### src/hdl/cbt_pkg.sv
// ----------------------------------------------------------------------------
// cbt_pkg
// Shared types and constants of the clipped colour-key block transfer.
// ----------------------------------------------------------------------------
package cbt_pkg;

	localparam int unsigned CfgIdxW  = 3;
	localparam int unsigned CfgDataW = 11;
	localparam int unsigned PixelW   = 16;
	localparam int unsigned AddrW    = 16;
	localparam int unsigned CountW   = 10;
	localparam int unsigned ClipW    = 14;
	localparam int unsigned OpaqueBit = 15;

	typedef enum logic [CfgIdxW-1:0] {
		REG_DEST_X        = 3'd0,
		REG_DEST_Y        = 3'd1,
		REG_WINDOW_WIDTH  = 3'd2,
		REG_WINDOW_HEIGHT = 3'd3,
		REG_WINDOW_COL_OFF = 3'd4,
		REG_WINDOW_ROW_OFF = 3'd5,
		REG_SOURCE_WIDTH  = 3'd6,
		REG_SOURCE_HEIGHT = 3'd7
	} cfg_reg_t;

	localparam logic [10:0] SourceWidthReset  = 11'd256;
	localparam logic [10:0] SourceHeightReset = 11'd192;

	// clipped window of one axis: first source index, one past the last,
	// and the framebuffer position of the first index
	typedef struct packed {
		logic signed [ClipW-1:0] first;
		logic signed [ClipW-1:0] last;
		logic [CountW-1:0]       start;
	} axis_clip_t;

endpackage

### src/hdl/cbt_if.sv
// ----------------------------------------------------------------------------
// cbt_if
// Valid/ready channels of the block transfer: source pixels and writes.
// ----------------------------------------------------------------------------
interface cbt_pixel_if;
	logic        valid;
	logic        ready;
	logic [15:0] pixel_color;

	modport source (output valid, output pixel_color, input ready);
	modport sink (input valid, input pixel_color, output ready);
endinterface

interface cbt_write_if;
	logic        valid;
	logic        ready;
	logic [15:0] dest_address;
	logic [15:0] dest_color;

	modport source (output valid, output dest_address, output dest_color, input ready);
	modport sink (input valid, input dest_address, input dest_color, output ready);
endinterface

### src/hdl/clipped_transparent_blit_top.sv
// A result passes the input stage and the result register before it is offered.
// Throughput: one pixel per cycle; the clipped window is recomputed every
// cycle from the configuration registers and held in a register.
// Stalls only when the result register is full and not taken.
// Reset clears the counters and pipeline valids and loads the register defaults.
// ----------------------------------------------------------------------------
// clipped_transparent_blit_top
// Colour-key block transfer with window clipping: opaque source pixels inside
// the clipped window become framebuffer writes.
// ----------------------------------------------------------------------------
module clipped_transparent_blit_top
	import cbt_pkg::*;
#(
	parameter int DEST_WIDTH  = 256,
	parameter int DEST_HEIGHT = 192
) (
	input  logic                clk,
	input  logic                arst_n,
	input  logic                cfg_we,
	input  logic [CfgIdxW-1:0]  cfg_index,
	input  logic [CfgDataW-1:0] cfg_data,
	cbt_pixel_if.sink           pixels,
	cbt_write_if.source         writes
);

	localparam logic [10:0] DestW = 11'(DEST_WIDTH);

	logic signed [10:0] dest_x_q;
	logic signed [10:0] dest_y_q;
	logic [10:0]        win_w_q;
	logic [10:0]        win_h_q;
	logic [9:0]         win_col_q;
	logic [9:0]         win_row_q;
	logic [10:0]        src_w_q;
	logic [10:0]        src_h_q;

	logic [CountW-1:0]  col_q;
	logic [CountW-1:0]  row_q;
	logic [CountW:0]    col_inc;
	logic [CountW:0]    row_inc;
	logic               col_wrap;

	logic               v_s1;
	logic [PixelW-1:0]  pix_s1;
	logic [CountW-1:0]  col_s1;
	logic [CountW-1:0]  row_s1;

	logic               out_v_q;
	logic [AddrW-1:0]   addr_q;
	logic [PixelW-1:0]  color_q;

	axis_clip_t         clip_x;
	axis_clip_t         clip_y;

	logic               out_free;
	logic               in_acc;
	logic               hit;
	logic signed [ClipW-1:0] dc;
	logic signed [ClipW-1:0] dr;
	logic [21:0]        addr_full;

	always_ff @(posedge clk or negedge arst_n) begin
		if (!arst_n) begin
			dest_x_q  <= '0;
			dest_y_q  <= '0;
			win_w_q   <= '0;
			win_h_q   <= '0;
			win_col_q <= '0;
			win_row_q <= '0;
			src_w_q   <= SourceWidthReset;
			src_h_q   <= SourceHeightReset;
		end else if (cfg_we) begin
			case (cfg_reg_t'(cfg_index))
				REG_DEST_X:         dest_x_q  <= $signed(cfg_data);
				REG_DEST_Y:         dest_y_q  <= $signed(cfg_data);
				REG_WINDOW_WIDTH:   win_w_q   <= cfg_data;
				REG_WINDOW_HEIGHT:  win_h_q   <= cfg_data;
				REG_WINDOW_COL_OFF: win_col_q <= cfg_data[9:0];
				REG_WINDOW_ROW_OFF: win_row_q <= cfg_data[9:0];
				REG_SOURCE_WIDTH:   src_w_q   <= cfg_data;
				REG_SOURCE_HEIGHT:  src_h_q   <= cfg_data;
				default: ;
			endcase
		end
	end

	cbt_clip_axis #(.DST_SIZE(DEST_WIDTH)) u_clip_x (
		.clk      (clk),
		.pos      (dest_x_q),
		.size     (win_w_q),
		.offset   (win_col_q),
		.src_size (src_w_q),
		.clip     (clip_x)
	);

	cbt_clip_axis #(.DST_SIZE(DEST_HEIGHT)) u_clip_y (
		.clk      (clk),
		.pos      (dest_y_q),
		.size     (win_h_q),
		.offset   (win_row_q),
		.src_size (src_h_q),
		.clip     (clip_y)
	);

	assign out_free      = !out_v_q || writes.ready;
	assign pixels.ready  = !v_s1 || out_free;
	assign in_acc        = pixels.valid && pixels.ready;

	// raster position counters
	assign col_inc  = {1'b0, col_q} + 1'b1;
	assign row_inc  = {1'b0, row_q} + 1'b1;
	assign col_wrap = (col_inc >= src_w_q) || col_inc[CountW];

	always_ff @(posedge clk or negedge arst_n) begin
		if (!arst_n) begin
			col_q <= '0;
			row_q <= '0;
		end else if (in_acc) begin
			if (col_wrap) begin
				col_q <= '0;
				if ((row_inc >= src_h_q) || row_inc[CountW]) begin
					row_q <= '0;
				end else begin
					row_q <= row_inc[CountW-1:0];
				end
			end else begin
				col_q <= col_inc[CountW-1:0];
			end
		end
	end

	// input stage
	always_ff @(posedge clk or negedge arst_n) begin
		if (!arst_n) begin
			v_s1 <= 1'b0;
		end else if (pixels.ready) begin
			v_s1 <= pixels.valid;
		end
	end

	always_ff @(posedge clk) begin
		if (in_acc) begin
			pix_s1 <= pixels.pixel_color;
			col_s1 <= col_q;
			row_s1 <= row_q;
		end
	end

	// window test and framebuffer address
	assign dc = $signed({4'b0000, col_s1}) - clip_x.first + $signed({4'b0000, clip_x.start});
	assign dr = $signed({4'b0000, row_s1}) - clip_y.first + $signed({4'b0000, clip_y.start});

	assign hit = pix_s1[OpaqueBit]
		&& ($signed({4'b0000, col_s1}) >= clip_x.first)
		&& ($signed({4'b0000, col_s1}) < clip_x.last)
		&& ($signed({4'b0000, row_s1}) >= clip_y.first)
		&& ($signed({4'b0000, row_s1}) < clip_y.last)
		&& (dc < ClipW'(DEST_WIDTH))
		&& (dr < ClipW'(DEST_HEIGHT));

	assign addr_full = 22'(dr[10:0]) * 22'(DestW) + 22'(dc[10:0]);

	// result register
	always_ff @(posedge clk or negedge arst_n) begin
		if (!arst_n) begin
			out_v_q <= 1'b0;
		end else if (out_free) begin
			out_v_q <= v_s1 && hit;
		end
	end

	always_ff @(posedge clk) begin
		if (out_free && v_s1 && hit) begin
			addr_q  <= addr_full[AddrW-1:0];
			color_q <= pix_s1;
		end
	end

	assign writes.valid        = out_v_q;
	assign writes.dest_address = addr_q;
	assign writes.dest_color   = color_q;

endmodule

### src/hdl/cbt_clip_axis.sv
// ----------------------------------------------------------------------------
// cbt_clip_axis
// Clips the window of one axis against source and framebuffer; registered.
// ----------------------------------------------------------------------------
module cbt_clip_axis
	import cbt_pkg::*;
#(
	parameter int DST_SIZE = 256
) (
	input  logic              clk,
	input  logic signed [10:0] pos,
	input  logic [10:0]       size,
	input  logic [9:0]        offset,
	input  logic [10:0]       src_size,
	output axis_clip_t        clip
);

	localparam logic signed [ClipW-1:0] DstSize = ClipW'(DST_SIZE);

	logic signed [ClipW-1:0] pos_w;
	logic signed [ClipW-1:0] size_w;
	logic signed [ClipW-1:0] off_w;
	logic signed [ClipW-1:0] src_w;
	logic signed [ClipW-1:0] first_d;
	logic signed [ClipW-1:0] last_d;
	logic [CountW-1:0]       start_d;
	axis_clip_t              clip_q;

	assign pos_w  = ClipW'(pos);
	assign size_w = $signed({3'b000, size});
	assign off_w  = $signed({4'b0000, offset});
	assign src_w  = $signed({3'b000, src_size});

	always_comb begin
		if (pos_w < 0) begin
			first_d = off_w - pos_w;
			last_d  = off_w + size_w;
			if (last_d > src_w) begin
				last_d = src_w;
			end
			start_d = '0;
		end else begin
			first_d = off_w;
			if (pos_w + size_w > DstSize) begin
				last_d = off_w + DstSize - pos_w;
			end else begin
				last_d = off_w + size_w;
			end
			start_d = pos[CountW-1:0];
		end
	end

	always_ff @(posedge clk) begin
		clip_q.first <= first_d;
		clip_q.last  <= last_d;
		clip_q.start <= start_d;
	end

	assign clip = clip_q;

endmodule

### src/flat_wrapper.sv
// flat-port wrapper written by rule: the top's interface ports become plain ports
module clipped_transparent_blit_top_flat import cbt_pkg::*;
#(
	parameter int DEST_WIDTH  = 256,
	parameter int DEST_HEIGHT = 192
)
  (clk, arst_n, cfg_we, cfg_index, cfg_data, pixels_valid, pixels_pixel_color, pixels_ready, writes_valid, writes_dest_address, writes_dest_color, writes_ready);
  cbt_pixel_if pixels_i ();
  cbt_write_if writes_i ();
  input  logic clk;
  input  logic arst_n;
  input  logic cfg_we;
  input  logic [CfgIdxW-1:0] cfg_index;
  input  logic [CfgDataW-1:0] cfg_data;
  input wire logic [$bits(pixels_i.valid)-1:0] pixels_valid;
  input wire logic [$bits(pixels_i.pixel_color)-1:0] pixels_pixel_color;
  output wire logic [$bits(pixels_i.ready)-1:0] pixels_ready;
  output wire logic [$bits(writes_i.valid)-1:0] writes_valid;
  output wire logic [$bits(writes_i.dest_address)-1:0] writes_dest_address;
  output wire logic [$bits(writes_i.dest_color)-1:0] writes_dest_color;
  input wire logic [$bits(writes_i.ready)-1:0] writes_ready;
  assign pixels_i.valid = pixels_valid;
  assign pixels_i.pixel_color = pixels_pixel_color;
  assign pixels_ready = pixels_i.ready;
  assign writes_valid = writes_i.valid;
  assign writes_dest_address = writes_i.dest_address;
  assign writes_dest_color = writes_i.dest_color;
  assign writes_i.ready = writes_ready;
  clipped_transparent_blit_top #(.DEST_WIDTH(DEST_WIDTH), .DEST_HEIGHT(DEST_HEIGHT)) u_core (.clk(clk), .arst_n(arst_n), .cfg_we(cfg_we), .cfg_index(cfg_index), .cfg_data(cfg_data), .pixels(pixels_i), .writes(writes_i));
endmodule
### config.mk
export PLATFORM = sky130hd
export DESIGN_NAME = clipped_transparent_blit_top_flat
export DESIGN_NICKNAME = d
export VERILOG_FILES = /design/src/hdl/cbt_pkg.sv /design/src/hdl/cbt_if.sv /design/src/hdl/clipped_transparent_blit_top.sv /design/src/hdl/cbt_clip_axis.sv /design/src/flat_wrapper.sv
export SDC_FILE = /design/constraint.sdc
export NUM_CORES = 1
export LEC_CHECK = 0
export BUFFER_PORTS_ARGS = -buffer_cell sky130_fd_sc_hd__buf_2
export CAP_MARGIN = 30
export CORE_ASPECT_RATIO = 1.4
export CORE_UTILIZATION = 25
export DETAILED_ROUTE_END_ITERATION = 8
export PLACE_DENSITY = 0.39
export REMOVE_ABC_BUFFERS = 1
export SETUP_SLACK_MARGIN = 0.2
export SLEW_MARGIN = 20
export SYNTH_ARGS = -nofsm -noshare
export SYNTH_HDL_FRONTEND = slang
export SYNTH_SLANG_ARGS = --single-unit
### constraint.sdc
create_clock -name clk -period 13.57 [get_ports clk]
set_input_delay 2.714 -clock clk [delete_from_list [all_inputs] [get_ports clk]]
set_output_delay 2.714 -clock clk [all_outputs]
set_load 0.01 [all_outputs]
== After elaboration in Yosys (flattened, before gate mapping) ==
Index checks and enable logic that the tools add are counted.

* Flip-flop bits (word level): 248
* Output and inout bits: 34

* Magnitude comparators: 14
* Muxes and demuxes: 10
* Equal/unequal tests: 7
* Reductions and logical operators: 26
* Add/sub/neg operators: 17

{| class="wikitable"
|+ Operators with widths
! cell !! number
|-
| $mux W14 || 4
|-
| $mux W10 || 4
|-
| $add A14 B11 Y14 || 2
|-
| $gt A14 B12 Y1 || 2
|-
| $lt A11 B14 Y1 || 2
|-
| $add A11 B12 Y13 || 2
|-
| $sub A11 B12 Y13 || 2
|-
| $sub A12 B11 Y13 || 2
|-
| $add A10 B11 Y12 || 2
|-
| $ge A11 B12 Y1 || 2
|-
| $mux W12 || 2
|-
| $sub A11 B11 Y12 || 2
|-
| $add A10 B1 Y11 const B || 2
|-
| $ge A11 B11 Y1 || 2
|-
| $lt A11 B1 Y1 const B || 2
|-
| $reduce_and A2 Y1 || 9
|-
| $add A16 B11 Y16 || 1
|-
| $lt A14 B10 Y1 const B || 1
|-
| $lt A14 B9 Y1 const B || 1
|-
| $gt A13 B10 Y1 const B || 1
|-
| $gt A13 B9 Y1 const B || 1
|-
| $eq A3 B3 Y1 const B || 4
|-
| $add A10 B8 Y11 const B || 1
|-
| $add A10 B9 Y11 const B || 1
|-
| other kinds (6) || 20
|}

== Depth between registers and ports, before layout ==
Gate-level depths: netlist (run 1).

* Depth in word-level cells: 8
* Mapped depth: 19
* Depth with buffers taken out: 18

== By module ==
From an unflattened synthesis (run 1), not the netlist that was laid out.

* Cells, all modules: 1696
* Area, all modules: 16848.7 um^2

{| class="wikitable"
|+ Modules (own cells, without submodules)
! module !! instances !! cells an instance !! area an instance (um^2) !! seq. area each (um^2)
|-
| clipped_transparent_blit_top || 1 || 878 || 10080.9 || 4748.3
|-
| cbt_clip_axis (u_core.u_clip_y) || 1 || 403 || 3403.3 || 700.7
|-
| cbt_clip_axis (u_core.u_clip_x) || 1 || 415 || 3364.5 || 700.7
|}

== Worst setup path before layout (run 1) ==
No wires, ideal clock.

* Path type: flip-flop to flip-flop
* From: reg u_core.row_s1[0]
* To: reg u_core.addr_q[0], in the netlist u_core.writes.dest_address[0], enable pin
* Required time: 13.120 ns
* Path slack: 7.480 ns
* Library setup time: 0.450 ns
* Arrival: 5.640 ns
* Path buffers: 0
* Period minus slack after synthesis: 6.090 ns
* Stages on the path, launching flop included: 17
* Cells stage by stage: edfxtp_1 -> inv_1 -> ha_1 -> fa_1 -> nor2b_1 -> o31a_1 -> o21a_1 -> nor2_1 -> xnor2_1 -> ha_1 -> or3_1 -> o22a_2 -> nor4bb_1 -> or4_4 -> nor4b_2 -> a22oi_2 -> a2111oi_2

* Word-level cells in the longest chain between the ends: 6
* Elaborated cells between the ends (all ways): 10
* Those cells by class: 2 x add/sub; 3 x order compare; 5 x reduce/logical

{| class="wikitable"
|+ RTL lines
! item !! line !! RTL
|-
| start, declared || clipped_transparent_blit_top.sv:46 || <nowiki>logic [CountW-1:0] row_s1;</nowiki>
|-
| start signal, assigned || clipped_transparent_blit_top.sv:145 || <nowiki>row_s1 <= row_q;</nowiki>
|-
| parallel branches: the longest is 4 deep, another holds $add A14 B11 Y14 || - ||
|-
| $logic_and A1 B1 Y1 * || clipped_transparent_blit_top.sv:159 || <nowiki>&& (dr < ClipW'(DEST_HEIGHT));</nowiki>
|-
| $logic_and A1 B1 Y1 * || clipped_transparent_blit_top.sv:173 || <nowiki>if (out_free && v_s1 && hit) begin</nowiki>
|-
| end signal, assigned || clipped_transparent_blit_top.sv:174 || <nowiki>addr_q <= addr_full[AddrW-1:0];</nowiki>
|-
| end, declared || clipped_transparent_blit_top.sv:49 || <nowiki>logic [AddrW-1:0] addr_q;</nowiki>
|}

Mark *: on every way between the ends.
A chain may end at the register's enable or synchronous reset.

== Worst setup path after layout (run 1) ==
* From: in writes_ready
* To: out pixels_ready

* Word-level cells in the longest chain between the ends: 2

{| class="wikitable"
|+ RTL lines
! item !! line !! RTL
|-
| start, declared || flat_wrapper.sv:21 || <nowiki>input wire logic [$bits(writes_i.ready)-1:0] writes_ready;</nowiki>
|-
| $logic_or A1 B1 Y1 || clipped_transparent_blit_top.sv:105 || <nowiki>assign out_free = !out_v_q || writes.ready;</nowiki>
|-
| $logic_or A1 B1 Y1 || clipped_transparent_blit_top.sv:106 || <nowiki>assign pixels.ready = !v_s1 || out_free;</nowiki>
|-
| end, declared || flat_wrapper.sv:17 || <nowiki>output wire logic [$bits(pixels_i.ready)-1:0] pixels_ready;</nowiki>
|}

Every way passes these cells.

==> results of run 1 <==
==> worst reg2reg max path, delay by kind of cell (launching register included) <==
family                   cells  cell delay, ns
buffers and inverters        2            0.47
AO/OA/AOI/OAI                8            2.53
flip-flops                   1            0.34
adder cells (fa/ha/maj)      3            0.92
AND/OR/NAND/NOR              4            0.67
==> metrics by stage <==
stage	hold slack [ns]	cells	power (W)	setup slack [ns]
after floorplan	0.400	1600	0.00315	7.48
after global placement	0.401	2509	0.00380	7.27
after detailed placement	0.407	2512	0.00384	7.25
after CTS	0.421	2562	0.00471	7.24
after global routing	0.423	2563	0.00507	7.20
final	0.419	2564	0.00464	7.31
==> final cells by class <==
cell class	instances	area share [%]
well taps	832	5.66
multi-input cells	1198	49.8
repair buffers	81	2.53
clock buffers	30	3.90
clock inverters	20	1.52
inverters	156	3.18
flip-flops and latches	246	33.4
diodes	1	0.0136
==> placed cells by master, fill, tap and decap left out, types with 13 or more instances in the layout <==
cell	n
o21a_1	19
clkbuf_16	28
dfrtp_1	105
xor2_1	28
xnor2_1	61
a21oi_1	93
ha_1	183
mux2_2	77
nor3_1	28
mux2i_1	18
nand2b_1	16
o211ai_1	18
nor2_1	104
buf_2	67
edfxtp_1	68
dfxtp_1	70
nand2_1	106
nand3_1	37
inv_1	154
nor2b_1	26
a21o_1	34
o21ai_0	100
and3_1	13
a211oi_1	17
==> per-layer routing <==
layer / GRT usage [%] / vias to the layer above / routed length (um)
met5: 0 / - / 42
met4: 3.66 / 6 / 962
met3: 1.68 / 54 / 1400
met2: 25.6 / 166 / 22900
met1: 16.8 / 5781 / 19700
li1: - / 6077 / -
==> kinds of logic after synthesis <==
logic type,count (synthesis),synth area share (%)
buf+inv,186,4.38
other cells,1,0.0235
fa+ha+maj,194,15.7
simple gates,408,12.7
compound gates,410,17.3
mux,95,6.56
xor+xnor,89,4.88
flops,246,38.5
==> sequential cells by signal, summed over array words and instances (netlist names), 16 cells and up <==
signal / flops
u_core.pix_s1: 16
u_core.u_clip_x.clip: 35
u_core.writes.dest_address: 16
u_core.writes.dest_color: 16
u_core.u_clip_y.clip: 35
==> power by group through the flow <==
| stage | Sequential (W) | Combinational (W) | Clock (W) |
|---|---|---|---|
| 2_1_floorplan | 0.00111 | 0.00205 | 0 |
| 3_3_place_gp | 0.00115 | 0.00266 | 0 |
| 3_5_place_dp | 0.00115 | 0.00269 | 0 |
| 4_1_cts | 0.00114 | 0.00271 | 0.000861 |
| 5_1_grt | 0.00116 | 0.00302 | 0.000886 |
| 6_report | 0.00113 | 0.00268 | 0.000830 |
==> Yosys cell counts (10+ instances only) <==
| master | n |
|---|---|
| ha_1 | 183 |
| inv_1 | 155 |
| nand2_1 | 106 |
| dfrtp_1 | 105 |
| nor2_1 | 104 |
| o21ai_0 | 100 |
| a21oi_1 | 93 |
| mux2_2 | 77 |
| dfxtp_1 | 70 |
| edfxtp_1 | 68 |
| xnor2_1 | 61 |
| nand3_1 | 37 |
| a21o_1 | 34 |
| nor3_1 | 30 |
| xor2_1 | 28 |
| clkbuf_1 | 27 |
| nor2b_1 | 26 |
| o21a_1 | 19 |
| a211oi_1 | 18 |
| mux2i_1 | 18 |
| o211ai_1 | 18 |
| nand2b_1 | 16 |
| and3_1 | 13 |
| fa_1 | 11 |
| nand4_1 | 11 |
| o31ai_1 | 10 |
==> worst paths after layout <==
kind                                       start                            end  slack (ns)
worst max-delay path                writes_ready                   pixels_ready        7.31
worst min-delay path            u_core.pix_s1[8]    u_core.writes.dest_color[8]        0.42
worst max register to register  u_core.col_s1[0]  u_core.writes.dest_address[4]        8.27
worst min register to register  u_core.pix_s1[8]    u_core.writes.dest_color[8]        0.42
max in group asynchronous                 arst_n            u_core.win_row_q[9]       10.47
min in group asynchronous                 arst_n                u_core.col_q[1]        2.05
==> results.md, run 1 <==
* Status: completed
* Clk_skew at 0.0216 ns
* Cell taking the most area after synthesis: dfrtp_1
* Worst hold path class: flop to flop
* Sequential area share after synthesis at 38.5%
* Fill count at 6537
* Max incr delay on CP at 0.41 ns
* Final instance area at 18400 um2
* RSZ-0062 raised after global routing: false
* Fin. max-slew vios at 0
* Die Wd at 216 um
* Vias in the first global route at 12300
* Dpl hpwl at 35.7 mm
* 1st-iter DRT viols at 592
* P_sw at 0.00197 W
* Worst slew margin at 40.4%
* Register Area at 6150 um2
* Peak VDD IR at 0.0000977 V
* Synth unique cells at 88
* Nets at 1939
* CP Class: input pin to output port
* Top cell type's share of synthesized area at 16.4%
* Final setup fails at 0
* Row Count at 109
* Clock buffer depth at 3
* Area grow syn2layout at 15.2%
* Netlist Area Pre-Place at 16000 um2
* Crit-path max FO at 4
* Largest net degree at the start of global routing at 59
* Fmax at 160 MHz
* CTS tree: yes
* Via density at 4.71
* DP Area at 17400 um2
* Least-Margin Pin Slew at 0.887 ns
* WP data required at 10.86 ns
* Total wire length at 45.0 mm
* Layout cell share with drive strength beyond 1 at 14.2%
* Worst Reg-to-Reg Cells at 17
* Clock sinks at 246
* Clk_lat worst skew at 0.57 ns
* Initial antenna violation count at 4
* Max-Cap Viols at 0
* GRT overflow at 0
* Post-synth ARST share at 43.9%
* Seq cells post-synth at 246
* Sw Ratio at 42.5%
* Worst path buffer plus inverter count at 2
* Post-route core utilization at 29.1%
* Initial core utilization at 25.3%
* Tot GR Track Use at 13.9%
* Critical Path Most Common Cell: buf_2
* DR DRC count at 0
* Synthesized instance count at 1629
* Worst Path Arrival at 3.55 ns
* Number of port buffers at 68
* Die height at 301 um
* P_int at 0.00267 W
* Delay-heaviest family, CP: simple AND/OR/NAND/NOR gates
* Core Area at 63100 um2
* DIE AREA at 64900 um2
* Total CTS buffers at 27
* Power Density at 252 nW/um2
* WP depth at 4
* Min cycle time layout at 6.26 ns
* CTS resizes at 0
* Syn. warnings at 0
* Post-CTS Setup Bufs at 0
* Root Driver: clkbuf_16
* Clk slew on worst S/H paths at 0.06 ns
* Flop pwr share at 24.4%
* Final period utilization at 46.2%
* Comb pwr share at 57.7%
* Syn_area_per_cell at 9.81 um2
* Setup TNS at 0 ns
* Drt wl/cell at 17.5 um
* Final Hold Fails at 0
* Multi-input gate area at 9170 um2
* CTS Hold Bufs at 0
* Clock share of power at 17.9%
* Top Ports at 69
* Critical-path top delay cell: nor2b_1
* CTS HTree Levels at 1
* DR pass1 iterations at 5
* Lkg Pwr at 8.11 nW
* Crit start category: input pin
* Via count at 12100
* Critical Path Sink Type: output port
* CP Cell Sequence: buf_2, nor2b_1, nand2_1, buf_2
* First-pass GRT wire length at 70.7 mm
* Ranking of synthesized cells by area: dfrtp_1, ha_1, edfxtp_1
* Post-synth EDFFs at 68
* Most used DFF post-synth: dfrtp_1
* Routability Congestion at 0.823
* Final ANT Viol Nets at 0
* Hold Crit Depth at 0
No activity file was read; power rests on OpenSTA's default activity.
==> run 2, diff against run 1 <==
==> constraint.sdc (replaced) <==
create_clock -name clk -period 6.55 [get_ports clk]
set_input_delay 1.31 -clock clk [delete_from_list [all_inputs] [get_ports clk]]
set_output_delay 1.31 -clock clk [all_outputs]
set_load 0.01 [all_outputs]
==> results.md, run 2 (synthesis gave the netlist of run 1 again) <==
* Fmax at 199 MHz
* DR DRC count at 0 (unchanged)
* Most frequent cells in the layout: ha_1, inv_1, nand2_1, dfrtp_1, nor2_1
* Via density at 4.75 (+0.87%)
* CTS HTree Levels at 1 (unchanged)
* Final Hold Fails at 0 (unchanged)
* Post-CTS Setup Bufs at 0 (unchanged)
* DR pass1 iterations at 5 (unchanged)
* Clk slew on worst S/H paths at 0.06 ns (about the same)
* GRT overflow at 0 (unchanged)
* CTS Hold Bufs at 0 (unchanged)
* Die Wd at 216 um (unchanged)
* Power Density at 523 nW/um2 (+110%)
* Initial antenna violation count at 1 (-3)
* Peak VDD IR at 0.000212 V (+120%)
* Total wire length at 45.2 mm (+0.50%)
* Routability Congestion at 0.802 (-2.5%)
* Top Ports at 69 (unchanged)
* Dpl hpwl at 36.2 mm (+1.2%)
* Status: completed
* Setup TNS at 0 ns (unchanged)
* Root Driver: clkbuf_16
* Tot GR Track Use at 14.0% (+0.084 points)
* Lkg Pwr at 8.11 nW (about the same)
* Drt wl/cell at 17.6 um (+0.38%)
* Final Worst Setup Slack at 1.52 ns (-5.78 ns)
* RSZ-0062 raised after global routing: false
* Number of port buffers at 68 (unchanged)
* Clk_skew at 0.0268 ns (+0.00525 ns)
* Total CTS buffers at 29 (+7.4%)
* Least-Margin Pin Slew at 0.915 ns (+0.0284 ns)
* Worst slew margin at 39.0% (-1.3 points)
* DIE AREA at 64900 um2 (unchanged)
* Critical path origin: u_core.row_s1[0]
* Layout cell share with drive strength beyond 1 at 13.8% (-0.37 points)
* Nets at 1940 (+0.052%)
* Worst hold path class: flop to flop
* 1st-iter DRT viols at 574 (-3.0%)
* Worst hold start: u_core.pix_s1[5]
* Crit start category: flop
* Largest net degree at the start of global routing at 56 (-5.1%)
* Final period utilization at 76.7%
* Final instance area at 18400 um2 (-0.22%)
* CTS tree: yes
* Min cycle time layout at 5.03 ns
* Clock buffer depth at 3 (unchanged)
* CP Class: flop to flop
* Initial core utilization at 25.3% (unchanged)
* Worst Path Arrival at 5.25 ns (+1.70 ns)
* Fill count at 6630 (+1.4%)
* First-pass GRT wire length at 70.7 mm (about the same)
* CTS resizes at 0 (unchanged)
* Worst r2r src: u_core.row_s1[0]
* Area grow syn2layout at 15.0%
* Clock sinks at 246 (unchanged)
* Fin. max-slew vios at 0 (unchanged)
* Via count at 12200 (+0.98%)
* Commonest non-fill, non-tap cell in the layout: ha_1
* Post-route core utilization at 29.1% (-0.065 points)
* Max-Cap Viols at 0 (unchanged)
* Worst slack, placed at 1.49 ns (-5.76 ns)
* WP data required at 6.78 ns (-4.08 ns)
* Die height at 301 um (unchanged)
* Reg2reg setup slack at 1.52 ns (-6.75 ns)
* DP Area at 17400 um2 (about the same)
* Critical Path Sink Type: flop
* Crit-path max FO at 32 (+28)
* Core Area at 63100 um2 (unchanged)
* Final ANT Viol Nets at 0 (unchanged)
* Vias in the first global route at 12700 (+3.1%)
* Row Count at 109 (unchanged)
* Final setup fails at 0 (unchanged)
* Clk_lat worst skew at 0.60 ns (+0.03 ns)
[run 2: power by group]
group / total (W) / internal [W] / switching [W]
sequential: 0.00234 / 0.00207 / 0.000272
clock: 0.00169 / 0.000997 / 0.000690
combinational: 0.00557 / 0.00243 / 0.00314
[run 2: per-layer routing]
metal	global-route usage, %	part of all wire (%)	up-vias	routed length [um]
met3	1.77	3.4	69	1530
met5	0	0.029	-	13
met1	16.3	43	5855	19400
li1	-	-	6081	-
met2	25.8	50	196	22700
met4	5.13	3.3	2	1490
[run 2: through the flow]
stage	instances	hold WS, ns	total power, W
global route	2566	0.427	0.0105
detailed placement	2512	0.405	0.00799
CTS	2566	0.420	0.00975
global placement	2510	0.402	0.00792
floorplan	1600	0.400	0.00653
finish	2567	0.418	0.00960
[run 2: area by class of cell]
type	count	area (um2)	share of cell area, %
diodes	1	2.50	0.0136
clock buffers	36	773	4.21
clock inverters	18	208	1.13
inverters	156	586	3.19
multi-input cells	1198	9170	49.9
flip-flops and latches	246	6150	33.5
well taps	832	1040	5.67
repair buffers	80	433	2.36
[run 2: critical path, cell delays in order, from the launching register on]
cell and delay, ns:
edfxtp_1 0.34, inv_1 0.04, ha_1 0.20, fa_1 0.42, nor2b_1 0.17, o31a_1 0.20, o21a_1 0.15, nor2_1 0.05
xnor2_1 0.12, ha_1 0.37, or3_1 0.34, o22a_2 0.23, nor4bb_1 0.14, or4_4 0.54, nor4b_2 0.43, a22oi_2 0.14
a2111oi_4 0.36, buf_4 0.43
[run 2: final timing paths]
check / endpoint / cells past startpoint
max in group asynchronous: u_core.src_h_q[0] / 2
min reg2reg: u_core.writes.dest_color[5] / 0
max: u_core.writes.dest_address[13] / 17
max reg2reg: u_core.writes.dest_address[13] / 17
min: u_core.writes.dest_color[5] / 0
min in group asynchronous: u_core.src_w_q[0] / 1
